`config.mk`:
```
export PLATFORM = sky130hd
export DESIGN_NAME = register_vm_instruction_execute_unit
export DESIGN_NICKNAME = d
export VERILOG_FILES = /design/src/rtl/rvm_pkg.sv /design/src/rtl/register_vm_instruction_execute_unit.sv /design/src/rtl/rvm_regfile.sv /design/src/rtl/rvm_alu.sv
export SDC_FILE = /design/constraint.sdc
export NUM_CORES = 2
export LEC_CHECK = 0
export BUFFER_PORTS_ARGS = -buffer_cell sky130_fd_sc_hd__buf_2
export CAP_MARGIN = 30
export CORE_ASPECT_RATIO = 1.25
export CORE_MARGIN = 2
export CORE_UTILIZATION = 65
export DETAILED_ROUTE_END_ITERATION = 8
export PLACE_DENSITY_LB_ADDON = 0.05
export SYNTH_ARGS = -nofsm -noshare
export SYNTH_HDL_FRONTEND = slang
export SYNTH_SLANG_ARGS = --single-unit
export TNS_END_PERCENT = 100
```
`constraint.sdc`:
```
create_clock -name i_clk -period 18.69 [get_ports i_clk]
set_clock_uncertainty 0.05 [all_clocks]
set_input_delay 0.9345 -clock i_clk [delete_from_list [all_inputs] [get_ports i_clk]]
set_output_delay 0.9345 -clock i_clk [all_outputs]
set_load 0.03 [all_outputs]
```
`src/rtl/rvm_pkg.sv`:
```
// rvm_pkg: opcodes, error codes, instruction byte lengths and shared types
// for the register machine execute unit. Depends on nothing.

package rvm_pkg;

    // Instruction opcodes
    localparam logic [7:0] OP_HALT  = 8'd0;
    localparam logic [7:0] OP_LOADI = 8'd1;
    localparam logic [7:0] OP_ADD   = 8'd2;
    localparam logic [7:0] OP_SUB   = 8'd3;
    localparam logic [7:0] OP_MUL   = 8'd4;
    localparam logic [7:0] OP_DIV   = 8'd5;
    localparam logic [7:0] OP_PRINT = 8'd6;
    localparam logic [7:0] OP_JUMP  = 8'd7;
    localparam logic [7:0] OP_JZ    = 8'd8;

    // Error codes
    localparam logic [1:0] ERR_NONE   = 2'd0;
    localparam logic [1:0] ERR_DIV0   = 2'd1;
    localparam logic [1:0] ERR_OPCODE = 2'd2;

    // Instruction byte lengths
    localparam logic [3:0] LEN_HALT  = 4'd1;
    localparam logic [3:0] LEN_ARITH = 4'd4;
    localparam logic [3:0] LEN_PRINT = 4'd2;
    localparam logic [3:0] LEN_WIDE  = 4'd10;

    // Operation of the shared arithmetic unit
    typedef enum logic [1:0] {
        ALU_ADD = 2'd0,
        ALU_SUB = 2'd1,
        ALU_MUL = 2'd2,
        ALU_DIV = 2'd3
    } t_alu_op;

    // Request from the sequencer to the arithmetic unit
    typedef struct packed {
        logic    start;
        t_alu_op op;
    } t_alu_req;

endpackage

```
`src/rtl/register_vm_instruction_execute_unit.sv`:
```
// Register machine instruction execute unit: sequencer, program counter and
// output register. Uses rvm_pkg, rvm_regfile and rvm_alu.
//
// Usage: each input word is one decoded instruction (opcode, register fields,
// 64-bit immediate). It is accepted when i_valid is high and o_stall is low.
// Each instruction gives exactly one result word (next_pc, print data, halt
// flag, error code), offered with o_valid and taken when i_stall is low.
// Halt, loadi, print, jumps, illegal opcodes and divide by zero go from
// S_EXEC straight to write-back; add, subtract, multiply and divide wait in
// S_WAIT for the shared 65-bit adder, which for multiply and divide resolves
// one multiplier or quotient bit per cycle. One instruction is in flight at a
// time; o_stall drops again the cycle after write-back, so a new word can be
// taken once the previous result is loaded.
// Reset clears the register file (all zero), the program counter and all
// control state. A stalled result stays in the output register; the next
// instruction runs meanwhile but waits before write-back until the output
// register is free.

module register_vm_instruction_execute_unit #(
    parameter int  NUM_REGS = 8,
    localparam int IDX_W    = $clog2(NUM_REGS)
) (
    input  logic        i_clk,
    input  logic        i_rst_n,
    input  logic        i_valid,
    output logic        o_stall,
    input  logic [7:0]  i_opcode,
    input  logic [2:0]  i_dest_reg,
    input  logic [2:0]  i_src1_reg,
    input  logic [2:0]  i_src2_reg,
    input  logic [63:0] i_immediate,
    output logic        o_valid,
    input  logic        i_stall,
    output logic [63:0] o_next_pc,
    output logic        o_print_valid,
    output logic [2:0]  o_print_reg,
    output logic [63:0] o_print_value,
    output logic        o_halted,
    output logic [1:0]  o_error_code
);
    import rvm_pkg::*;

    typedef enum logic [3:0] {
        S_IDLE = 4'b0001,
        S_EXEC = 4'b0010,
        S_WAIT = 4'b0100,
        S_WB   = 4'b1000
    } t_state;

    // Wrap a register field into the file: small constant lookup per field value
    function automatic logic [IDX_W-1:0] f_reg_idx(input logic [2:0] fld);
        logic [IDX_W-1:0] idx;
        idx = '0;
        for (int k = 0; k < 8; k++) begin
            if (fld == 3'(k)) begin
                idx = IDX_W'(k % NUM_REGS);
            end
        end
        return idx;
    endfunction

    t_state           r_state, n_state;
    logic [63:0]      r_pc, n_pc;
    logic [7:0]       r_op, n_op;
    logic [IDX_W-1:0] r_dest, n_dest;
    logic [2:0]       r_src1, n_src1;
    logic [63:0]      r_imm, n_imm;
    logic [63:0]      r_npc, n_npc;
    logic             r_wr_en, n_wr_en;
    logic             r_use_alu, n_use_alu;
    logic [63:0]      r_wdata, n_wdata;
    logic             r_pv, n_pv;
    logic [63:0]      r_pval, n_pval;
    logic             r_halt, n_halt;
    logic [1:0]       r_err, n_err;
    logic             r_out_valid, n_out_valid;
    logic [63:0]      r_o_npc, n_o_npc;
    logic             r_o_pv, n_o_pv;
    logic [2:0]       r_o_preg, n_o_preg;
    logic [63:0]      r_o_pval, n_o_pval;
    logic             r_o_halt, n_o_halt;
    logic [1:0]       r_o_err, n_o_err;

    logic             w_accept;
    logic             w_out_free;
    logic             w_rf_wr;
    logic [63:0]      w_rf_wdata;
    logic [63:0]      w_opa;
    logic [63:0]      w_opb;
    t_alu_req         w_alu_req;
    logic             w_alu_done;
    logic [63:0]      w_alu_result;
    logic [3:0]       w_len;
    logic [63:0]      w_pc_inc;

    assign o_stall    = (r_state != S_IDLE);
    assign w_accept   = i_valid && !o_stall;
    assign w_out_free = !r_out_valid || !i_stall;
    assign w_rf_wr    = (r_state == S_WB) && w_out_free && r_wr_en;
    assign w_rf_wdata = r_use_alu ? w_alu_result : r_wdata;

    rvm_regfile #(
        .NUM_REGS (NUM_REGS)
    ) u_regfile (
        .i_clk       (i_clk),
        .i_rst_n     (i_rst_n),
        .i_wr_en     (w_rf_wr),
        .i_wr_addr   (r_dest),
        .i_wr_data   (w_rf_wdata),
        .i_rd_en     (w_accept),
        .i_rd_addr_a (f_reg_idx(i_src1_reg)),
        .i_rd_addr_b (f_reg_idx(i_src2_reg)),
        .o_rd_data_a (w_opa),
        .o_rd_data_b (w_opb)
    );

    rvm_alu u_alu (
        .i_clk    (i_clk),
        .i_rst_n  (i_rst_n),
        .i_req    (w_alu_req),
        .i_opa    (w_opa),
        .i_opb    (w_opb),
        .o_done   (w_alu_done),
        .o_result (w_alu_result)
    );

    // Pick the byte length for the sequential program counter step
    always_comb begin
        case (r_op)
            OP_HALT:                         w_len = LEN_HALT;
            OP_ADD, OP_SUB, OP_MUL, OP_DIV:  w_len = LEN_ARITH;
            OP_PRINT:                        w_len = LEN_PRINT;
            default:                         w_len = LEN_WIDE;
        endcase
    end

    assign w_pc_inc = r_pc + 64'(w_len);

    // Sequencer: capture, decode, wait for the unit, write back
    always_comb begin
        n_state       = r_state;
        n_pc          = r_pc;
        n_op          = r_op;
        n_dest        = r_dest;
        n_src1        = r_src1;
        n_imm         = r_imm;
        n_npc         = r_npc;
        n_wr_en       = r_wr_en;
        n_use_alu     = r_use_alu;
        n_wdata       = r_wdata;
        n_pv          = r_pv;
        n_pval        = r_pval;
        n_halt        = r_halt;
        n_err         = r_err;
        w_alu_req     = '{start: 1'b0, op: ALU_ADD};

        case (r_state)
            S_IDLE: begin
                if (w_accept) begin
                    n_op      = i_opcode;
                    n_dest    = f_reg_idx(i_dest_reg);
                    n_src1    = i_src1_reg;
                    n_imm     = i_immediate;
                    n_wr_en   = 1'b0;
                    n_use_alu = 1'b0;
                    n_pv      = 1'b0;
                    n_pval    = 64'd0;
                    n_halt    = 1'b0;
                    n_err     = ERR_NONE;
                    n_state   = S_EXEC;
                end
            end
            S_EXEC: begin
                n_state = S_WB;
                case (r_op)
                    OP_HALT: begin
                        n_halt = 1'b1;
                        n_npc  = w_pc_inc;
                    end
                    OP_LOADI: begin
                        n_wr_en = 1'b1;
                        n_wdata = r_imm;
                        n_npc   = w_pc_inc;
                    end
                    OP_ADD, OP_SUB, OP_MUL: begin
                        w_alu_req.start = 1'b1;
                        w_alu_req.op    = (r_op == OP_ADD) ? ALU_ADD :
                                          (r_op == OP_SUB) ? ALU_SUB : ALU_MUL;
                        n_wr_en   = 1'b1;
                        n_use_alu = 1'b1;
                        n_npc     = w_pc_inc;
                        n_state   = S_WAIT;
                    end
                    OP_DIV: begin
                        if (w_opb == 64'd0) begin
                            n_err = ERR_DIV0;
                            n_npc = r_pc;
                        end else begin
                            w_alu_req.start = 1'b1;
                            w_alu_req.op    = ALU_DIV;
                            n_wr_en   = 1'b1;
                            n_use_alu = 1'b1;
                            n_npc     = w_pc_inc;
                            n_state   = S_WAIT;
                        end
                    end
                    OP_PRINT: begin
                        n_pv   = 1'b1;
                        n_pval = w_opa;
                        n_npc  = w_pc_inc;
                    end
                    OP_JUMP: begin
                        n_npc = r_imm;
                    end
                    OP_JZ: begin
                        n_npc = (w_opa == 64'd0) ? r_imm : w_pc_inc;
                    end
                    default: begin
                        n_err = ERR_OPCODE;
                        n_npc = r_pc;
                    end
                endcase
            end
            S_WAIT: begin
                if (w_alu_done) begin
                    n_state = S_WB;
                end
            end
            S_WB: begin
                if (w_out_free) begin
                    n_pc    = r_npc;
                    n_state = S_IDLE;
                end
            end
            default: begin
                n_state = S_IDLE;
            end
        endcase
    end

    // Output register: load at write-back, drop once taken
    always_comb begin
        n_out_valid = r_out_valid;
        n_o_npc     = r_o_npc;
        n_o_pv      = r_o_pv;
        n_o_preg    = r_o_preg;
        n_o_pval    = r_o_pval;
        n_o_halt    = r_o_halt;
        n_o_err     = r_o_err;
        if (r_out_valid && !i_stall) begin
            n_out_valid = 1'b0;
        end
        if (r_state == S_WB && w_out_free) begin
            n_out_valid = 1'b1;
            n_o_npc     = r_npc;
            n_o_pv      = r_pv;
            n_o_preg    = r_pv ? r_src1 : 3'd0;
            n_o_pval    = r_pval;
            n_o_halt    = r_halt;
            n_o_err     = r_err;
        end
    end

    always_ff @(posedge i_clk) begin
        if (!i_rst_n) begin
            r_state     <= S_IDLE;
            r_pc        <= 64'd0;
            r_out_valid <= 1'b0;
            r_wr_en     <= 1'b0;
            r_use_alu   <= 1'b0;
        end else begin
            r_state     <= n_state;
            r_pc        <= n_pc;
            r_out_valid <= n_out_valid;
            r_wr_en     <= n_wr_en;
            r_use_alu   <= n_use_alu;
        end
    end

    always_ff @(posedge i_clk) begin
        r_op     <= n_op;
        r_dest   <= n_dest;
        r_src1   <= n_src1;
        r_imm    <= n_imm;
        r_npc    <= n_npc;
        r_wdata  <= n_wdata;
        r_pv     <= n_pv;
        r_pval   <= n_pval;
        r_halt   <= n_halt;
        r_err    <= n_err;
        r_o_npc  <= n_o_npc;
        r_o_pv   <= n_o_pv;
        r_o_preg <= n_o_preg;
        r_o_pval <= n_o_pval;
        r_o_halt <= n_o_halt;
        r_o_err  <= n_o_err;
    end

    assign o_valid       = r_out_valid;
    assign o_next_pc     = r_o_npc;
    assign o_print_valid = r_o_pv;
    assign o_print_reg   = r_o_preg;
    assign o_print_value = r_o_pval;
    assign o_halted      = r_o_halt;
    assign o_error_code  = r_o_err;

`ifndef NO_ASSERTIONS
    // The arithmetic unit finishes only while the sequencer waits for it
    a_done_in_wait: assert property (@(posedge i_clk) disable iff (!i_rst_n)
        w_alu_done |-> (r_state == S_WAIT))
        else $error("arithmetic unit finished outside the wait state");

    // A faulting instruction never writes the register file
    a_no_write_on_error: assert property (@(posedge i_clk) disable iff (!i_rst_n)
        (r_state == S_WB && r_err != ERR_NONE) |-> !r_wr_en)
        else $error("register write scheduled for a faulting instruction");

    // A new result appears only out of write-back
    a_result_from_wb: assert property (@(posedge i_clk) disable iff (!i_rst_n)
        $rose(o_valid) |-> ($past(r_state) == S_WB))
        else $error("result word loaded outside write-back");

    // An error leaves the program counter where it was
    a_error_holds_pc: assert property (@(posedge i_clk) disable iff (!i_rst_n)
        (r_state == S_WB && w_out_free && r_err != ERR_NONE) |-> (r_npc == r_pc))
        else $error("faulting instruction moved the program counter");
`endif

endmodule

```
`src/rtl/rvm_regfile.sv`:
```
// rvm_regfile: register file memory with one write port, two registered read
// ports and per-entry valid bits so unwritten entries read as zero. Uses rvm_pkg.

module rvm_regfile #(
    parameter int  NUM_REGS = 8,
    localparam int IDX_W    = $clog2(NUM_REGS)
) (
    input  logic             i_clk,
    input  logic             i_rst_n,
    input  logic             i_wr_en,
    input  logic [IDX_W-1:0] i_wr_addr,
    input  logic [63:0]      i_wr_data,
    input  logic             i_rd_en,
    input  logic [IDX_W-1:0] i_rd_addr_a,
    input  logic [IDX_W-1:0] i_rd_addr_b,
    output logic [63:0]      o_rd_data_a,
    output logic [63:0]      o_rd_data_b
);
    import rvm_pkg::*;

    logic [63:0]         r_mem [NUM_REGS];
    logic [NUM_REGS-1:0] r_vld;
    logic [63:0]         r_dat_a;
    logic [63:0]         r_dat_b;
    logic                r_vld_a;
    logic                r_vld_b;

    // Write the memory array
    always_ff @(posedge i_clk) begin
        if (i_wr_en) begin
            r_mem[i_wr_addr] <= i_wr_data;
        end
    end

    // Mark written entries; reset returns every entry to zero
    always_ff @(posedge i_clk) begin
        if (!i_rst_n) begin
            r_vld <= '0;
        end else if (i_wr_en) begin
            r_vld[i_wr_addr] <= 1'b1;
        end
    end

    // Read both ports into registers, hold between reads
    always_ff @(posedge i_clk) begin
        if (i_rd_en) begin
            r_dat_a <= r_mem[i_rd_addr_a];
            r_dat_b <= r_mem[i_rd_addr_b];
        end
    end

    always_ff @(posedge i_clk) begin
        if (!i_rst_n) begin
            r_vld_a <= 1'b0;
            r_vld_b <= 1'b0;
        end else if (i_rd_en) begin
            r_vld_a <= r_vld[i_rd_addr_a];
            r_vld_b <= r_vld[i_rd_addr_b];
        end
    end

    assign o_rd_data_a = r_vld_a ? r_dat_a : 64'd0;
    assign o_rd_data_b = r_vld_b ? r_dat_b : 64'd0;

endmodule

```
`src/rtl/rvm_alu.sv`:
```
// rvm_alu: shared iterative arithmetic unit built around one 65-bit adder.
// Add and subtract take one step; multiply and divide take 64. Uses rvm_pkg.

module rvm_alu (
    input  logic              i_clk,
    input  logic              i_rst_n,
    input  rvm_pkg::t_alu_req i_req,
    input  logic [63:0]       i_opa,
    input  logic [63:0]       i_opb,
    output logic              o_done,
    output logic [63:0]       o_result
);
    import rvm_pkg::*;

    logic        r_busy, n_busy;
    t_alu_op     r_op, n_op;
    logic [5:0]  r_cnt, n_cnt;
    logic [63:0] r_u, n_u;      // addend a, multiplicand, dividend/quotient
    logic [63:0] r_v, n_v;      // addend b, multiplier, divisor
    logic [63:0] r_w, n_w;      // result, product, remainder
    logic [64:0] w_x;
    logic [64:0] w_y;
    logic        w_sub;
    logic [65:0] w_sum;

    // Select operands of the shared adder
    always_comb begin
        case (r_op)
            ALU_ADD: begin
                w_x   = {1'b0, r_u};
                w_y   = {1'b0, r_v};
                w_sub = 1'b0;
            end
            ALU_SUB: begin
                w_x   = {1'b0, r_u};
                w_y   = {1'b0, r_v};
                w_sub = 1'b1;
            end
            ALU_MUL: begin
                w_x   = {1'b0, r_w};
                w_y   = {1'b0, r_u};
                w_sub = 1'b0;
            end
            ALU_DIV: begin
                w_x   = {r_w, r_u[63]};
                w_y   = {1'b0, r_v};
                w_sub = 1'b1;
            end
            default: begin
                w_x   = {1'b0, r_u};
                w_y   = {1'b0, r_v};
                w_sub = 1'b0;
            end
        endcase
    end

    assign w_sum = {1'b0, w_x} + {1'b0, w_y ^ {65{w_sub}}} + 66'(w_sub);

    // Load on start, then advance one step per cycle
    always_comb begin
        n_busy = r_busy;
        n_op   = r_op;
        n_cnt  = r_cnt;
        n_u    = r_u;
        n_v    = r_v;
        n_w    = r_w;
        if (i_req.start) begin
            n_busy = 1'b1;
            n_op   = i_req.op;
            n_cnt  = (i_req.op == ALU_MUL || i_req.op == ALU_DIV) ? 6'd63 : 6'd0;
            n_u    = i_opa;
            n_v    = i_opb;
            n_w    = 64'd0;
        end else if (r_busy) begin
            case (r_op)
                ALU_ADD, ALU_SUB: begin
                    n_w = w_sum[63:0];
                end
                ALU_MUL: begin
                    if (r_v[0]) begin
                        n_w = w_sum[63:0];
                    end
                    n_u = {r_u[62:0], 1'b0};
                    n_v = {1'b0, r_v[63:1]};
                end
                ALU_DIV: begin
                    // carry out set means the trial subtract did not borrow
                    n_w = w_sum[65] ? w_sum[63:0] : w_x[63:0];
                    n_u = {r_u[62:0], w_sum[65]};
                end
                default: begin
                    n_w = w_sum[63:0];
                end
            endcase
            n_cnt = r_cnt - 6'd1;
            if (r_cnt == 6'd0) begin
                n_busy = 1'b0;
            end
        end
    end

    always_ff @(posedge i_clk) begin
        if (!i_rst_n) begin
            r_busy <= 1'b0;
            r_op   <= ALU_ADD;
            r_cnt  <= 6'd0;
        end else begin
            r_busy <= n_busy;
            r_op   <= n_op;
            r_cnt  <= n_cnt;
        end
    end

    always_ff @(posedge i_clk) begin
        r_u <= n_u;
        r_v <= n_v;
        r_w <= n_w;
    end

    assign o_done   = r_busy && (r_cnt == 6'd0);
    assign o_result = (r_op == ALU_DIV) ? r_u : r_w;

endmodule
```
==> flow_metrics.env <==
export IMPL_outcome="finished clean"
export IMPL_synthMuxAreaShare=0.141
export IMPL_row_count=126
export IMPL_drive_above_1_share=0.191
export IMPL_path_cells="buf_4 -> buf_4 -> nor2b_1 -> a211oi_1 -> a21oi_1 -> ha_1 -> a21o_1 -> nand3_1 -> nor4b_1 -> o21ai_1 -> nand4_1 -> nand4_1 -> nand2_4 -> buf_4 -> or3_1 -> inv_1 -> a211o_1"
export IMPL_grt_setup_unrepaired="no"
export IMPL_grt_pass1_wl_mm=245
export IMPL_syn_to_final_growth_pct=10.7
export IMPL_power_per_cell_area_nw_per_um2=96.5
export IMPL_cts_num_sinks=1331
export IMPL_cp_slowest_stage_delay_ns=0.78
export IMPL_dp_hpwl_mm=106
export IMPL_start_util=0.656
export IMPL_cp_arrival_ns=7.16
export IMPL_synth_cell_area_sq_um=62000
export IMPL_ctsRootBufferMaster="clkbuf_16"
export IMPL_port_buffers=221
export IMPL_die_x_microns=280
export IMPL_holdBufCountCts=0
export IMPL_maxSlewViolCount=0
export IMPL_yosys_area_share_simple=0.107
export IMPL_synthTopCellsByArea="edfxtp_1, mux4_2, dfxtp_1, nand2_1, a21oi_1"
export IMPL_synth_top_family_by_area="multiplexers"
export IMPL_grt_pass1_vias=39400
export IMPL_track_usage=0.338
export IMPL_syn_avg_cell_area_sq_um=13.4
export IMPL_cts_buffers_inserted=131
export IMPL_worst_pin_slew_ns=1.11
export IMPL_hold_class="input pin to register"
export IMPL_synthFlopType="edfxtp_1"
export IMPL_cp_top_family="buffers and inverters"
export IMPL_n_fill_cell=6146
export IMPL_antenna_found_initial=3
export IMPL_path_buf_inv=4
export IMPL_ys_ff_latch=1331
export IMPL_utilization=0.726
export IMPL_synth_compound_area_frac=0.0873
export IMPL_drcViolationCount=0
export IMPL_endpoint_kind="register"
export IMPL_slew_headroom=0.256
export IMPL_wl_mm=165
export IMPL_fin_hold_ws_ns=0.304
export IMPL_post_place_ws_ns=12.07
export IMPL_synth_nets=4794
export IMPL_required_ns=19.27
export IMPL_synth_xor_area_share=0.00806
export IMPL_irDropWorstVdd_uv=92.6
export IMPL_fmax_ghz=0.152
export IMPL_worstPathMaxFanout=80
export IMPL_cts_tree="done"
export IMPL_avgViaCountPerCell=6.77
export IMPL_gp_congestion=0.964
export IMPL_critPathSlowestCell="buf_4"
export IMPL_syn_instance_count=4638
export IMPL_ys_warn_count=0
export IMPL_synth_fa_ha_area_frac=0.0146
export IMPL_ios=222
export IMPL_critPathKind="register to register"
export IMPL_fin_crit_ns=6.58
export IMPL_path_common_cell="buf_4"
export IMPL_finalNetCount=4891
export IMPL_grt_max_degree=160
export IMPL_dr_pass1_iters=6
export IMPL_yosysTopAreaCell="edfxtp_1"
export IMPL_critPathLaunchType="register"
export IMPL_hold_violations=0
export IMPL_async_flop_share=0
export IMPL_dieHeight_microns=349
export IMPL_largest_reg_flops=512
export IMPL_core_sq_um=94400
export IMPL_power_mw=6.62
export IMPL_htree_levels=4
export IMPL_netlist_area_leader_share=0.570
export IMPL_fin_setup_tns_ns=0
export IMPL_clk_pin_slew_ns=0.06
export IMPL_wire_per_inst_microns=27.2
export IMPL_synth_edf_count=1177
export IMPL_insertion_delay_ns=0.75
export IMPL_synth_cell_type_count=78
export IMPL_setup_viol=0
export IMPL_yosysSeqAreaShare=0.620
export IMPL_drt_iter0_drc=4939
export IMPL_dieArea_sq_um=97800
export IMPL_cts_resized=0
export IMPL_drtAntennaViolNets=0
export IMPL_timing_max_cap_violations=0
export IMPL_grt_ovfl_total=0
export IMPL_cts_max_path_buffers=3
export IMPL_regMostFlops="u_regfile.r_mem"
export IMPL_leakage_nw=23.8
export IMPL_fin_ws_ns=12.11
export IMPL_fin_crit_sh=0.352
export IMPL_vias=41000
export IMPL_post_cts_setup_buffer_count=0
[metrics by stage]
| step | cells | instance area [sq um] |
|---|---|---|
| finish | 6057 | 68600 |
| global route | 6056 | 68600 |
| CTS | 6052 | 68500 |
| detailed placement | 5815 | 64200 |
| global placement | 5806 | 64000 |
| floorplan | 4638 | 62000 |
[cells by family (layout without fill, tap and decap cells)]
| logic type | count (synthesis) | count (layout) |
|---|---|---|
| buffers and inverters | 353 | 554 |
| and+or+nand+nor | 1436 | 1436 |
| adders and majority gates | 71 | 71 |
| DFF | 1331 | 1331 |
| other | 0 | 2 |
| muxes | 534 | 534 |
| AOI/OAI and AO/OA | 856 | 856 |
| xor gates and xnor gates | 57 | 57 |
[power breakdown]
| group | switching, mW | internal (mW) | total [mW] |
|---|---|---|---|
| Clock | 1.15 | 1.49 | 2.64 |
| Sequential | 0.155 | 3.43 | 3.58 |
| Combinational | 0.263 | 0.133 | 0.396 |
[cell type report]
| class | count | area, sq um | area share |
|---|---|---|---|
| Sequential cell | 1331 | 38400 | 0.561 |
| Multi-Input combinational cell | 2954 | 22400 | 0.326 |
| Clock buffer | 165 | 3490 | 0.0509 |
| Timing Repair Buffer | 290 | 1830 | 0.0267 |
| Tap cell | 1216 | 1520 | 0.0222 |
| Clock inverter | 72 | 791 | 0.0115 |
| Inverter | 27 | 119 | 0.00173 |
| Antenna cell | 2 | 5.00 | 0.0000730 |
[metal layers]
| layer | share of wire | track usage | up-vias | wire, microns |
|---|---|---|---|---|
| met3 | 0.11 | 0.0687 | 293 | 18200 |
| met4 | 0.036 | 0.126 | 4 | 5870 |
| met2 | 0.46 | 0.511 | 2347 | 75700 |
| met5 | 0.00018 | 0 | - | 30 |
| met1 | 0.39 | 0.491 | 20300 | 65100 |
| li1 | - | - | 18100 | - |
[cells in the final DEF (no fill, tap or decap), types with 91 or more instances in the layout]
cell type,count
clkbuf_16,132
dfxtp_1,149
nand3_1,180
buf_2,216
a21oi_1,331
and3_1,91
nand2_1,606
o21ai_0,108
edfxtp_1,1177
mux2_2,132
a211oi_1,92
nor2_1,259
mux2i_1,141
mux4_2,260
[Yosys cell counts (10+ instances only)]
cell type and number:
a31oi_1 26, o311ai_0 15, a21boi_0 71, nor4_1 47, a221o_1 10, xnor2_1 31, xor2_1 26, mux2i_1 141
nand4_1 41, a21oi_1 333, and3_1 91, dfxtp_1 154, and2_1 13, inv_1 27, o21bai_1 10, buf_1 66
nand3_1 180, nor3_1 44, buf_2 13, a21o_1 43, ha_1 69, clkbuf_1 247, nor2b_1 77, nor2_1 268
nand2b_1 19, o21a_1 20, o21ai_0 110, o211ai_1 41, mux2_2 132, a211oi_1 92, mux4_2 260, nand2_1 609
edfxtp_1 1177
[final timing paths]
| path | from | endpoint | slack (ns) | cells after the start |
|---|---|---|---|---|
| max | u_alu.r_op[1] | u_alu.r_w[34] | 12.11 | 17 |
| min | i_immediate[38] | r_imm[38] | 0.30 | 1 |
| max reg2reg | u_alu.r_op[1] | u_alu.r_w[34] | 12.11 | 17 |
| min reg2reg | r_pval[20] | o_print_value[20] | 0.37 | 0 |
(Power assumes the default switching activity.)
